<file path="src/sv/gbrw_pkg.sv">
package gbrw_pkg;

  localparam int MAX_STEPS_DEF   = 64;
  localparam int BLOCK_SHIFT_DEF = 23;
  localparam int FRAC_BITS_DEF   = 16;

  localparam int COORD_W = 32;
  localparam int BLK_W   = 9;

  localparam logic [0:0] REG_ORIGIN_X = 1'b0;
  localparam logic [0:0] REG_ORIGIN_Y = 1'b1;

  // One set-up trace handed from the front to the walker.
  typedef struct packed {
    logic [31:0] mapx;
    logic [31:0] mapy;
    logic [31:0] xt2;
    logic [31:0] yt2;
    logic [1:0]  sx;
    logic [1:0]  sy;
    logic [31:0] xint;
    logic [31:0] yint;
    logic [31:0] xstep;
    logic [31:0] ystep;
  } walk_t;

endpackage

</file>
<file path="src/sv/gbrw_div.sv">
module gbrw_div #(
  parameter int FRAC_BITS = gbrw_pkg::FRAC_BITS_DEF
) (
  input  logic        clk,
  input  logic        rst_n,
  input  logic        go,
  input  logic [31:0] a,
  input  logic [31:0] bmag,
  output logic        done,
  output logic [31:0] q
);

  localparam int NW = 32 + FRAC_BITS;
  localparam int CW = $clog2(NW + 1);

  logic [NW-1:0] num_r, num_nxt;
  logic [32:0]   rem_r, rem_nxt;
  logic [31:0]   den_r, den_nxt;
  logic          neg_r, neg_nxt;
  logic [CW-1:0] cnt_r, cnt_nxt;
  logic          busy_r, busy_nxt;
  logic          done_r, done_nxt;
  logic [31:0]   q_r, q_nxt;
  logic [31:0]   amag;
  logic [33:0]   trial;
  logic [NW-1:0] qfull;

  assign amag  = a[31] ? (32'd0 - a) : a;
  assign trial = {rem_r, num_r[NW-1]} - {2'b00, den_r};
  assign qfull = neg_r ? ({NW{1'b0}} - num_r) : num_r;

  always_comb begin
    num_nxt  = num_r;
    rem_nxt  = rem_r;
    den_nxt  = den_r;
    neg_nxt  = neg_r;
    cnt_nxt  = cnt_r;
    busy_nxt = busy_r;
    done_nxt = 1'b0;
    q_nxt    = q_r;
    if (go) begin
      if ((amag >> (30 - FRAC_BITS)) >= bmag) begin
        q_nxt    = a[31] ? 32'h8000_0000 : 32'h7FFF_FFFF;
        done_nxt = 1'b1;
      end else begin
        num_nxt  = {amag, {FRAC_BITS{1'b0}}};
        rem_nxt  = '0;
        den_nxt  = bmag;
        neg_nxt  = a[31];
        cnt_nxt  = CW'(NW);
        busy_nxt = 1'b1;
      end
    end else if (busy_r) begin
      // Restoring divide, one quotient bit a cycle; quotient shifts into num.
      if (!trial[33]) begin
        rem_nxt = trial[32:0];
        num_nxt = {num_r[NW-2:0], 1'b1};
      end else begin
        rem_nxt = {rem_r[31:0], num_r[NW-1]};
        num_nxt = {num_r[NW-2:0], 1'b0};
      end
      cnt_nxt = cnt_r - 1'b1;
      if (cnt_r == CW'(1)) begin
        busy_nxt = 1'b0;
      end
    end
    if (!busy_r && !go && cnt_r == '0 && den_r != '0) begin
      q_nxt    = qfull[31:0];
      done_nxt = 1'b1;
      den_nxt  = '0;
    end
  end

  always_ff @(posedge clk) begin
    if (!rst_n) begin
      busy_r <= 1'b0;
      done_r <= 1'b0;
      cnt_r  <= '0;
      den_r  <= '0;
    end else begin
      busy_r <= busy_nxt;
      done_r <= done_nxt;
      cnt_r  <= cnt_nxt;
      den_r  <= den_nxt;
    end
    num_r <= num_nxt;
    rem_r <= rem_nxt;
    neg_r <= neg_nxt;
    q_r   <= q_nxt;
  end

  assign done = done_r;
  assign q    = q_r;

endmodule

</file>
<file path="src/sv/gbrw_front.sv">
module gbrw_front #(
  parameter int BLOCK_SHIFT = gbrw_pkg::BLOCK_SHIFT_DEF,
  parameter int FRAC_BITS   = gbrw_pkg::FRAC_BITS_DEF
) (
  input  logic                clk,
  input  logic                rst_n,
  input  logic                start,
  output logic                busy,
  input  logic [31:0]         in_start_x,
  input  logic [31:0]         in_start_y,
  input  logic [31:0]         in_end_x,
  input  logic [31:0]         in_end_y,
  input  logic [31:0]         org_x,
  input  logic [31:0]         org_y,
  output gbrw_pkg::walk_t     wk,
  output logic                wk_valid,
  input  logic                wk_ready
);

  localparam int B2F = BLOCK_SHIFT - FRAC_BITS;
  localparam logic [31:0] UNIT  = 32'd1 << FRAC_BITS;
  localparam logic [31:0] BIG   = 32'd256 << FRAC_BITS;
  localparam logic [31:0] BMASK = (32'd1 << BLOCK_SHIFT) - 32'd1;

  typedef enum logic [2:0] {S_IDLE, S_DIVY, S_WAITY, S_DIVX, S_WAITX, S_MULY, S_MULX, S_PUSH}
    state_t;

  state_t      state_r;
  logic [31:0] x1_r, y1_r, x2_r, y2_r, xt1_r, yt1_r, xt2_r, yt2_r;
  logic [1:0]  sx_r, sy_r;
  logic [31:0] xstep_r, ystep_r, xint_r, yint_r;
  logic [63:0] prod_r;

  logic [31:0] sx1, sy1, rx1, ry1, rx2, ry2, dx, dy;
  logic [31:0] xs, ys, xpart, ypart;
  logic        dgo;
  logic [31:0] da, db, dq;
  logic        ddone;
  logic [63:0] mul_p;
  logic [31:0] mul_a, mul_b;

  assign sx1 = ((in_start_x - org_x) & BMASK) == '0 ? in_start_x + UNIT : in_start_x;
  assign sy1 = ((in_start_y - org_y) & BMASK) == '0 ? in_start_y + UNIT : in_start_y;
  assign rx1 = sx1 - org_x;
  assign ry1 = sy1 - org_y;
  assign rx2 = in_end_x - org_x;
  assign ry2 = in_end_y - org_y;

  assign dx = x2_r - x1_r;
  assign dy = y2_r - y1_r;
  assign xs = 32'($signed(x1_r) >>> B2F);
  assign ys = 32'($signed(y1_r) >>> B2F);

  always_comb begin
    case (sx_r)
      2'b01:   xpart = UNIT - (xs & (UNIT - 32'd1));
      2'b11:   xpart = xs & (UNIT - 32'd1);
      default: xpart = UNIT;
    endcase
    case (sy_r)
      2'b01:   ypart = UNIT - (ys & (UNIT - 32'd1));
      2'b11:   ypart = ys & (UNIT - 32'd1);
      default: ypart = UNIT;
    endcase
  end

  assign dgo = (state_r == S_DIVY) || (state_r == S_DIVX);
  assign da  = (state_r == S_DIVY) ? dy : dx;
  assign db  = (state_r == S_DIVY) ? (dx[31] ? 32'd0 - dx : dx)
                                   : (dy[31] ? 32'd0 - dy : dy);

  gbrw_div #(.FRAC_BITS(FRAC_BITS)) u_div (
    .clk  (clk),
    .rst_n(rst_n),
    .go   (dgo),
    .a    (da),
    .bmag (db),
    .done (ddone),
    .q    (dq)
  );

  assign mul_a = (state_r == S_MULY) ? xpart : ypart;
  assign mul_b = (state_r == S_MULY) ? ystep_r : xstep_r;
  assign mul_p = 64'($signed(mul_a) * $signed(mul_b));

  // Hand the finished setup over once xint has settled in the push cycle.
  logic push_r;

  always_ff @(posedge clk) begin
    if (!rst_n) begin
      state_r <= S_IDLE;
    end else begin
      case (state_r)
        S_IDLE: begin
          if (start) begin
            x1_r  <= rx1;
            y1_r  <= ry1;
            x2_r  <= rx2;
            y2_r  <= ry2;
            xt1_r <= 32'($signed(rx1) >>> BLOCK_SHIFT);
            yt1_r <= 32'($signed(ry1) >>> BLOCK_SHIFT);
            xt2_r <= 32'($signed(rx2) >>> BLOCK_SHIFT);
            yt2_r <= 32'($signed(ry2) >>> BLOCK_SHIFT);
            state_r <= S_DIVY;
          end
        end
        S_DIVY: begin
          if ($signed(xt2_r) > $signed(xt1_r)) sx_r <= 2'b01;
          else if ($signed(xt2_r) < $signed(xt1_r)) sx_r <= 2'b11;
          else sx_r <= 2'b00;
          if ($signed(yt2_r) > $signed(yt1_r)) sy_r <= 2'b01;
          else if ($signed(yt2_r) < $signed(yt1_r)) sy_r <= 2'b11;
          else sy_r <= 2'b00;
          state_r <= S_WAITY;
        end
        S_WAITY: begin
          if (ddone) begin
            ystep_r <= (sx_r == 2'b00) ? BIG : dq;
            state_r <= S_DIVX;
          end
        end
        S_DIVX: state_r <= S_WAITX;
        S_WAITX: begin
          if (ddone) begin
            xstep_r <= (sy_r == 2'b00) ? BIG : dq;
            state_r <= S_MULY;
          end
        end
        S_MULY: begin
          prod_r  <= mul_p;
          state_r <= S_MULX;
        end
        S_MULX: begin
          yint_r  <= ys + 32'($signed(prod_r) >>> FRAC_BITS);
          prod_r  <= mul_p;
          state_r <= S_PUSH;
        end
        S_PUSH: begin
          xint_r <= xs + 32'($signed(prod_r) >>> FRAC_BITS);
          if (wk_ready && !push_r) begin
            state_r <= S_IDLE;
          end
        end
        default: state_r <= S_IDLE;
      endcase
    end
  end

  always_ff @(posedge clk) begin
    if (!rst_n) begin
      push_r <= 1'b0;
    end else begin
      push_r <= (state_r == S_MULX);
    end
  end

  assign wk_valid = (state_r == S_PUSH) && !push_r;
  assign busy     = (state_r != S_IDLE);
  assign wk.mapx  = xt1_r;
  assign wk.mapy  = yt1_r;
  assign wk.xt2   = xt2_r;
  assign wk.yt2   = yt2_r;
  assign wk.sx    = sx_r;
  assign wk.sy    = sy_r;
  assign wk.xint  = xint_r;
  assign wk.yint  = yint_r;
  assign wk.xstep = xstep_r;
  assign wk.ystep = ystep_r;

endmodule

</file>
<file path="src/sv/gbrw_walk.sv">
module gbrw_walk #(
  parameter int MAX_STEPS = gbrw_pkg::MAX_STEPS_DEF,
  parameter int FRAC_BITS = gbrw_pkg::FRAC_BITS_DEF
) (
  input  logic            clk,
  input  logic            rst_n,
  input  gbrw_pkg::walk_t wk,
  input  logic            wk_valid,
  output logic            wk_ready,
  output logic            out_valid,
  output logic [8:0]      out_block_x,
  output logic [8:0]      out_block_y,
  output logic            out_reached_end,
  output logic            out_last
);

  localparam int NW = $clog2(MAX_STEPS + 1);

  gbrw_pkg::walk_t w_r;
  logic            run_r;
  logic [NW-1:0]   n_r;
  logic            at_end, fin;
  logic [31:0]     yi, xi;
  logic            ov_r, oe_r, ol_r;
  logic [8:0]      ox_r, oy_r;

  assign at_end = (w_r.mapx == w_r.xt2) && (w_r.mapy == w_r.yt2);
  assign fin    = at_end || (n_r == NW'(MAX_STEPS - 1));
  assign yi     = 32'($signed(w_r.yint) >>> FRAC_BITS);
  assign xi     = 32'($signed(w_r.xint) >>> FRAC_BITS);
  assign wk_ready = !run_r;

  always_ff @(posedge clk) begin
    if (!rst_n) begin
      run_r <= 1'b0;
      ov_r  <= 1'b0;
    end else begin
      ov_r <= run_r;
      if (!run_r) begin
        if (wk_valid) begin
          w_r   <= wk;
          n_r   <= '0;
          run_r <= 1'b1;
        end
      end else begin
        ox_r <= w_r.mapx[8:0];
        oy_r <= w_r.mapy[8:0];
        oe_r <= at_end;
        ol_r <= fin;
        n_r  <= n_r + 1'b1;
        if (fin) begin
          run_r <= 1'b0;
        end else if (yi == w_r.mapy) begin
          w_r.yint <= w_r.yint + w_r.ystep;
          w_r.mapx <= w_r.mapx + {{30{w_r.sx[1]}}, w_r.sx};
        end else if (xi == w_r.mapx) begin
          w_r.xint <= w_r.xint + w_r.xstep;
          w_r.mapy <= w_r.mapy + {{30{w_r.sy[1]}}, w_r.sy};
        end
      end
    end
  end

  assign out_valid       = ov_r;
  assign out_block_x     = ox_r;
  assign out_block_y     = oy_r;
  assign out_reached_end = oe_r;
  assign out_last        = ol_r;

`ifndef SYNTHESIS
  a_end_is_last: assert property (@(posedge clk) disable iff (!rst_n)
    out_valid && out_reached_end |-> out_last) else $error("end block not last");
  a_last_stops: assert property (@(posedge clk) disable iff (!rst_n)
    out_valid && out_last |=> !out_valid) else $error("result after last");
  a_count: assert property (@(posedge clk) disable iff (!rst_n)
    run_r |-> n_r < NW'(MAX_STEPS)) else $error("step count overrun");
`endif

endmodule

</file>
<file path="src/sv/grid_block_ray_walker.sv">
// Channel   Ports                                   Handshake
// input     in_start_x/y, in_end_x/y                start & !busy
// result    out_block_x/y, out_reached_end, out_last  out_valid, one cycle
// config    cfg_we, cfg_index, cfg_wdata            cfg_we
// Setup runs both step divisions, ystep then xstep, through the shared bit-serial divider.
// The walker then emits one block a cycle, up to MAX_STEPS per item.
// The next item's setup overlaps the current walk through a one-entry hand-off.
// Synchronous active-low reset clears all control state; origins reset to 0.
// The receiver cannot stall; results arrive with out_valid for one cycle each.
module grid_block_ray_walker #(
  parameter int MAX_STEPS   = gbrw_pkg::MAX_STEPS_DEF,
  parameter int BLOCK_SHIFT = gbrw_pkg::BLOCK_SHIFT_DEF,
  parameter int FRAC_BITS   = gbrw_pkg::FRAC_BITS_DEF
) (
  input  logic        clk,
  input  logic        rst_n,
  input  logic        start,
  output logic        busy,
  input  logic [31:0] in_start_x,
  input  logic [31:0] in_start_y,
  input  logic [31:0] in_end_x,
  input  logic [31:0] in_end_y,
  output logic        out_valid,
  output logic [8:0]  out_block_x,
  output logic [8:0]  out_block_y,
  output logic        out_reached_end,
  output logic        out_last,
  input  logic        cfg_we,
  input  logic        cfg_index,
  input  logic [31:0] cfg_wdata
);

  logic [31:0]     org_x_r, org_y_r;
  gbrw_pkg::walk_t wk;
  logic            wk_valid;
  logic            wk_ready;

  always_ff @(posedge clk) begin
    if (!rst_n) begin
      org_x_r <= '0;
      org_y_r <= '0;
    end else if (cfg_we) begin
      if (cfg_index == gbrw_pkg::REG_ORIGIN_X) org_x_r <= cfg_wdata;
      if (cfg_index == gbrw_pkg::REG_ORIGIN_Y) org_y_r <= cfg_wdata;
    end
  end

  gbrw_front #(.BLOCK_SHIFT(BLOCK_SHIFT), .FRAC_BITS(FRAC_BITS)) u_front (
    .clk       (clk),
    .rst_n     (rst_n),
    .start     (start),
    .busy      (busy),
    .in_start_x(in_start_x),
    .in_start_y(in_start_y),
    .in_end_x  (in_end_x),
    .in_end_y  (in_end_y),
    .org_x     (org_x_r),
    .org_y     (org_y_r),
    .wk        (wk),
    .wk_valid  (wk_valid),
    .wk_ready  (wk_ready)
  );

  gbrw_walk #(.MAX_STEPS(MAX_STEPS), .FRAC_BITS(FRAC_BITS)) u_walk (
    .clk            (clk),
    .rst_n          (rst_n),
    .wk             (wk),
    .wk_valid       (wk_valid),
    .wk_ready       (wk_ready),
    .out_valid      (out_valid),
    .out_block_x    (out_block_x),
    .out_block_y    (out_block_y),
    .out_reached_end(out_reached_end),
    .out_last       (out_last)
  );

endmodule
</file>
<file path="config.mk">
export PLATFORM = sky130hd
export DESIGN_NAME = grid_block_ray_walker
export DESIGN_NICKNAME = d
export VERILOG_FILES = /design/src/sv/gbrw_pkg.sv /design/src/sv/gbrw_div.sv /design/src/sv/gbrw_front.sv /design/src/sv/gbrw_walk.sv /design/src/sv/grid_block_ray_walker.sv
export SDC_FILE = /design/constraint.sdc
export NUM_CORES = 2
export LEC_CHECK = 0
export BUFFER_PORTS_ARGS = -buffer_cell sky130_fd_sc_hd__buf_2
export CAP_MARGIN = 20
export CORE_ASPECT_RATIO = 0.7
export CORE_MARGIN = 2
export CORE_UTILIZATION = 38
export DETAILED_ROUTE_END_ITERATION = 6
export MAX_ROUTING_LAYER = met4
export PLACE_DENSITY_LB_ADDON = 0.3
export RECOVER_POWER = 100
export SLEW_MARGIN = 20
export SYNTH_ARGS = -nofsm -noshare
export SYNTH_HDL_FRONTEND = slang
export SYNTH_SLANG_ARGS = --single-unit
</file>
<file path="constraint.sdc">
create_clock -name clk -period 13.1 [get_ports clk]
set_input_delay 3.275 -clock clk [delete_from_list [all_inputs] [get_ports clk]]
set_output_delay 3.275 -clock clk [all_outputs]
set_load 0.05 [all_outputs]
</file>
; Word level (Yosys, flattened, before mapping)
; Cells that the tools add are included.
[op_classes]
add_sub_neg = 25
multipliers = 1
magnitude_cmp = 5
eq_ne = 26
muxes = 57
bitwise_logic = 4
n_reduce_logical = 44
[ops]
columns = cell, n
row1 = $mux W32, 20
row2 = $mux W260, 1
row3 = $mux W64, 4
row4 = $add A32 B32 Y32, 6
row5 = $sub A32 B32 Y32, 6
row6 = $mux W48, 3
row7 = $mux W33, 4
row8 = $eq A32 B32 Y1, 4
row9 = $pmux W32 S2, 2
row10 = $sub A1 B32 Y32 const A, 4
row11 = $add A32 B17 Y32 const B, 2
row12 = $logic_not A32 Y1, 2
row13 = $mul A32 B32 Y48, 1
row14 = $sub A23 B23 Y23, 2
row15 = $sub A17 B16 Y18 const A, 2
row16 = $sub A34 B32 Y34, 1
row17 = $ge A18 B32 Y1, 1
row18 = $reduce_bool A32 Y1, 1
row19 = $pmux W3 S8, 1
row20 = $reduce_and A2 Y1, 11
row21 = $gt A9 B9 Y1, 2
row22 = $lt A9 B9 Y1, 2
row23 = $mux W6, 3
row24 = $ne A2 B2 Y1 const B, 8
row25 = other kinds (27), 69
[totals]
register_bits = 809
inputBits = 165
output_inout_bits = 22
wordCells = 206

; Depth between registers and ports, before layout
[logic_depth]
ltp_word = 8
mapped_depth = 36
ltp_nobuf = 35

; By module
; Synthesis repeated with hierarchy kept, for this count alone.
[unflattened]
cells_unflattened = 8022
area_unflattened_um2 = 75384.8
[modules_own_cells]
columns = mod, instances, cells_each, area_each_um2
row1 = gbrw_front, 1, 5131, 45647.5
row2 = gbrw_walk, 1, 1628, 17521.8
row3 = gbrw_div, 1, 1018, 9776.9
row4 = grid_block_ray_walker, 1, 245, 2438.6

; Worst setup path after synthesis
; No wires, ideal clock.
[synth_path]
path_type = input -> register
startpoint = in rst_n
endpoint = reg u_walk.w_r[0] (netlist bit), enable pin
setup_ps = 742
arrival_ps = 12117
slack_ps = 241
path_stages = 4
n_path_buf = 2
cell_sequence = clkbuf_1 > clkinv_1 > clkbuf_1 > nor4_1
[synth_via]
elab_chain_cells = 1
[synth_rtl]
columns = element, line
row1 = "start, declared", grid_block_ray_walker.sv:16  ; input logic rst_n,
row2 = $reduce_and A3 Y1 (no line), -
row3 = "end signal, assigned", gbrw_walk.sv:41  ; w_r <= wk;
row4 = "end, declared", gbrw_walk.sv:19  ; gbrw_pkg::walk_t w_r;
; No other way between the ends.
; A chain may end at the register's enable or synchronous reset.

; Worst setup path in the final report
[layout_path]
startpoint = reg u_front.x1_r[9]
endpoint = reg u_front.prod_r[47], data pin
[layout_via]
elab_chain_cells = 4
[layout_rtl]
columns = element, line
row1 = "start, declared", gbrw_front.sv:29  ; logic [31:0] x1_r, y1_r, x2_r, y2_r, xt1_r, yt1_r, xt2_r, yt2_r;
row2 = "start signal, assigned", gbrw_front.sv:96  ; x1_r <= rx1;
row3 = $sub A17 B16 Y18, gbrw_front.sv:56  ; 2'b01: xpart = UNIT - (xs & (UNIT - 32'd1));
row4 = $pmux W32 S2 *, gbrw_front.sv:55  ; case (sx_r)
row5 = $mux W32 *, gbrw_front.sv:82  ; assign mul_a = (state_r == S_MULY) ? xpart : ypart;
row6 = $mul A32 B32 Y48 *, gbrw_front.sv:84  ; assign mul_p = 64'($signed(mul_a) * $signed(mul_b));
row7 = net u_front.mul_p[47], gbrw_front.sv:39  ; logic [63:0] mul_p;
row8 = "end signal, assigned", gbrw_front.sv:130  ; prod_r <= mul_p;
row9 = "end signal, assigned", gbrw_front.sv:135  ; prod_r <= mul_p;
row10 = "end, declared", gbrw_front.sv:32  ; logic [63:0] prod_r;
; Mark *: on every way through the listed nets, which the timed path passes. The rest lies on a longest branch.

==> flow_summary_export.csv <==
group,metric,value,unit
synthesis,ys_async_sr_fraction,0,
setup_path,cp-end-kind,"flip-flop",
route,wirelength,240000,microns
setup_path,slowest_delay,0.72,ns
setup_path,required,13.55,ns
global_routing,grt_pass1_wl,359000,microns
route,avgViaCountPerCell,5.60,
route,wl_per_cell,22.9,microns
flow_run,maxCapViolations,26,
route,first_pass_iters,7,
status,status,"finished, violations left",
power_and_ir_drop,power_density,209,mW/mm^2
timing,worst_pin_slew,4.30,ns
floorplanning,die_w,523,microns
clock_network,ctsHoldBuffers,0,
clock_network,clockRootBuffer,"clkbuf_16",
place,dpl_cell_area,0.0758,sq mm
synthesis,synth_edf_count,647,
clock_network,clk_latency,0.72,ns
setup_path,crit_top_cell,"fa_1",
floorplanning,die_area,0.192,sq mm
layout,nFillCells,18312,
route,vias,58674,
status,violations,"DRC, capacitance limit, slew limit",
global_routing,antenna_found_initial,9,
timing,clock_skew,0.0413,ns
min_path,hold_path.class,"reg -> reg",
synthesis,synth_warnings,0,
timing,fin_crit,12.00,ns
setup_path,arrival,12.45,ns
global_routing,grt_max_degree,82,
layout,nets,9228,
clock_network,clk_path_buf_depth,3,
route,dr.first_iter.drc_count,6334,
timing,relSlewSlack,-1.87,
clock_network,postCtsSetupBuffers,0,
clock_network,cts-buffers-inserted,77,
clock_network,ctsHtreeMaxLevel,3,
clock_network,path_clk_slew,0.06,ns
power_and_ir_drop,p_leak,33.0,nW
timing,max_freq,83.4,MHz
layout,syn2layout_area_growth,9.13,%
route,postRouteAntennaNets,0,
setup_path,critPathLaunchType,"flip-flop",
setup_path,critPathSlowestCell,"o311ai_0",
synthesis,synth_ff_type,"edfxtp_1",
setup_path,critPathTopFamily,"compound AO/OA/AOI/OAI gates",
timing,tns,0,ns
floorplanning,initial_core_util,0.382,
clock_network,cts_sinks,757,
synthesis,ys_ff_latch,757,
floorplanning,ioPinCount,187,
timing,slew_violations,1107,
setup_path,path_buf_inv,4,
layout,layout-drive-gt1-share,0.0581,
floorplanning,row_count,133,
timing,hold_viol,0,
place,place.gp.congestion,1.02,
route,drcViolationCount,4,
synthesis,avgSynthCellArea,9.23,sq um
global_routing,grtUsageTotal,0.254,
global_routing,grt_pass1_vias,56396,
synthesis,synth-seq-area-share,0.302,
setup_path,crit_fanout,15,
synthesis,synthesis.nets,9092,
timing,setup_violations,0,
timing,finalCritPeriodShare,0.916,
power_and_ir_drop,max-vdd-ir-drop,0.367,mV
place,hpwl,195000,microns
clock_network,cts.repair.resized,0,
timing,rsz0062_at_grt,"false",
synthesis,synthesis.area,0.0717,sq mm
global_routing,overflow,0,
layout,postLayoutCellArea,0.0782,sq mm
synthesis,netlist_instances,7769,
clock_network,tritoncts,"yes",
place,port_buffers,186,
floorplanning,core-area,0.188,sq mm
setup_path,critical_path_class,"reg -> reg",
floorplanning,die_h,367,microns
synthesis,yosysUniqueCellTypes,95,
[synthesized netlist by cell type (25+ instances only)]
cell type | instances | area, sq um
nand4_1 | 56 | 350
o211ai_1 | 50 | 375
and3_1 | 48 | 300
o31ai_1 | 40 | 300
or2_2 | 34 | 213
edfxtp_1 | 647 | 19400
o21ai_0 | 368 | 1840
o21bai_1 | 34 | 255
o21a_1 | 108 | 811
a21oi_1 | 410 | 2050
inv_1 | 810 | 3040
a31oi_1 | 55 | 344
nor3_1 | 152 | 761
ha_1 | 699 | 8750
xor2_1 | 182 | 1590
dfxtp_1 | 110 | 2200
nor2b_1 | 137 | 857
and2_1 | 62 | 388
fa_1 | 459 | 9190
a21boi_0 | 25 | 188
nor4_1 | 68 | 425
nand3_1 | 126 | 631
nor2_1 | 743 | 2790
a211oi_1 | 62 | 465
a21o_1 | 125 | 938
or3_1 | 74 | 463
clkbuf_1 | 215 | 807
nand2b_1 | 84 | 526
mux2i_1 | 104 | 1040
nand2_1 | 868 | 3260
xnor2_1 | 385 | 3370
[cells in the final DEF (no fill, tap or decap), types with 55 or more instances in the layout]
master / Yosys / layout
a211oi_1: 62 / 62
a21o_1: 125 / 125
a21oi_1: 410 / 408
a31oi_1: 55 / 55
buf_2: 2 / 158
buf_4: 0 / 80
clkbuf_1: 215 / 73
clkbuf_16: 0 / 77
dfxtp_1: 110 / 110
edfxtp_1: 647 / 647
fa_1: 459 / 459
ha_1: 699 / 699
inv_1: 810 / 811
mux2i_1: 104 / 101
nand2_1: 868 / 868
nand2b_1: 84 / 84
nand3_1: 126 / 126
nand4_1: 56 / 56
nor2_1: 743 / 741
nor2b_1: 137 / 136
nor3_1: 152 / 151
nor4_1: 68 / 68
o21a_1: 108 / 108
o21ai_0: 368 / 368
or3_1: 74 / 74
xnor2_1: 385 / 384
xor2_1: 182 / 182
[final timing paths]
check	start	endpoint	slack, ns	depth (start not counted)
worst max-delay path	u_front.x1_r[9]	u_front.prod_r[47]	1.10	32
worst min-delay path	u_front.ystep_r[0]	u_walk.w_r[0]	0.45	0
worst max register to register	u_front.x1_r[9]	u_front.prod_r[47]	1.10	32
worst min register to register	u_front.ystep_r[0]	u_walk.w_r[0]	0.45	0
[worst register-to-register path, delay by kind of cell (launching register included)]
kind / cells / cell delay [ns]
adder cells (fa/ha/maj): 9 / 4.45
AO/OA/AOI/OAI: 12 / 4.59
flip-flops: 1 / 0.47
AND/OR/NAND/NOR: 6 / 1.58
XOR/XNOR: 1 / 0.21
buffers and inverters: 4 / 0.48
[sequential cells by signal, indices dropped and copies added, names as in the netlist, 23 cells and up]
| register | count |
|---|---|
| u_front.xint_r | 32 |
| u_front.u_div.rem_r | 33 |
| org_x_r | 32 |
| u_front.x1_r | 23 |
| u_front.xstep_r | 32 |
| u_walk.w_r | 214 |
| org_y_r | 32 |
| u_front.u_div.den_r | 32 |
| u_front.x2_r | 23 |
| u_front.y1_r | 23 |
| u_front.u_div.num_r | 48 |
| u_front.prod_r | 32 |
| u_front.ystep_r | 32 |
| u_front.u_div.q | 32 |
| u_front.y2_r | 23 |
| u_front.yint_r | 32 |
[layout make-up]
class                           count  area (sq um)  area share
Multi-Input combinational cell   5957         46200       0.590
Sequential cell                   757         21600       0.276
Tap cell                         2497          3120      0.0399
Inverter                          814          3060      0.0391
Clock buffer                       92          1980      0.0253
Timing Repair Buffer              298          1620      0.0207
Clock inverter                     50           649     0.00830
Antenna cell                        6          15.0    0.000192
[stage by stage]
| step | util | std cells | hold WS, ns | setup slack (ns) | power (mW) |
|---|---|---|---|---|---|
| finish | 0.417 | 10471 | 0.453 | 1.10 | 16.3 |
| global placement | 0.404 | 10321 | 0.439 | 1.39 | 13.6 |
| floorplan | - | 7769 | 0.424 | 0.241 | 10.5 |
| CTS | 0.418 | 10463 | 0.457 | 1.24 | 16.3 |
| detailed placement | 0.404 | 10321 | 0.442 | 1.30 | 13.8 |
| global route | 0.417 | 10466 | 0.465 | 0.383 | 17.6 |
[cells by family after synthesis]
logic type               after synthesis  share of synthesized area
adder cells (fa/ha/maj)             1158                      0.250
flip-flops                           757                      0.302
XOR/XNOR                             567                     0.0693
AO/OA/AOI/OAI                       1560                      0.141
multiplexers                         125                     0.0178
buffers and inverters               1055                     0.0559
AND/OR/NAND/NOR                     2547                      0.164
[routing by layer]
layer,part of all wire,GRT usage,vias up,wire length (microns)
met4,0.018,0.0405,0,4230
met1,0.49,0.388,28670,116000
met5,0,-,-,0
met2,0.40,0.342,2434,95000
li1,-,-,27274,-
met3,0.10,0.0557,296,24300
[report_power, final]
group          total, mW  switching (mW)  internal [mW]
sequential          3.56           0.264           3.30
clock               2.41            1.09           1.32
combinational       10.4            6.19           4.17
No activity file was read; power rests on OpenSTA's default activity.
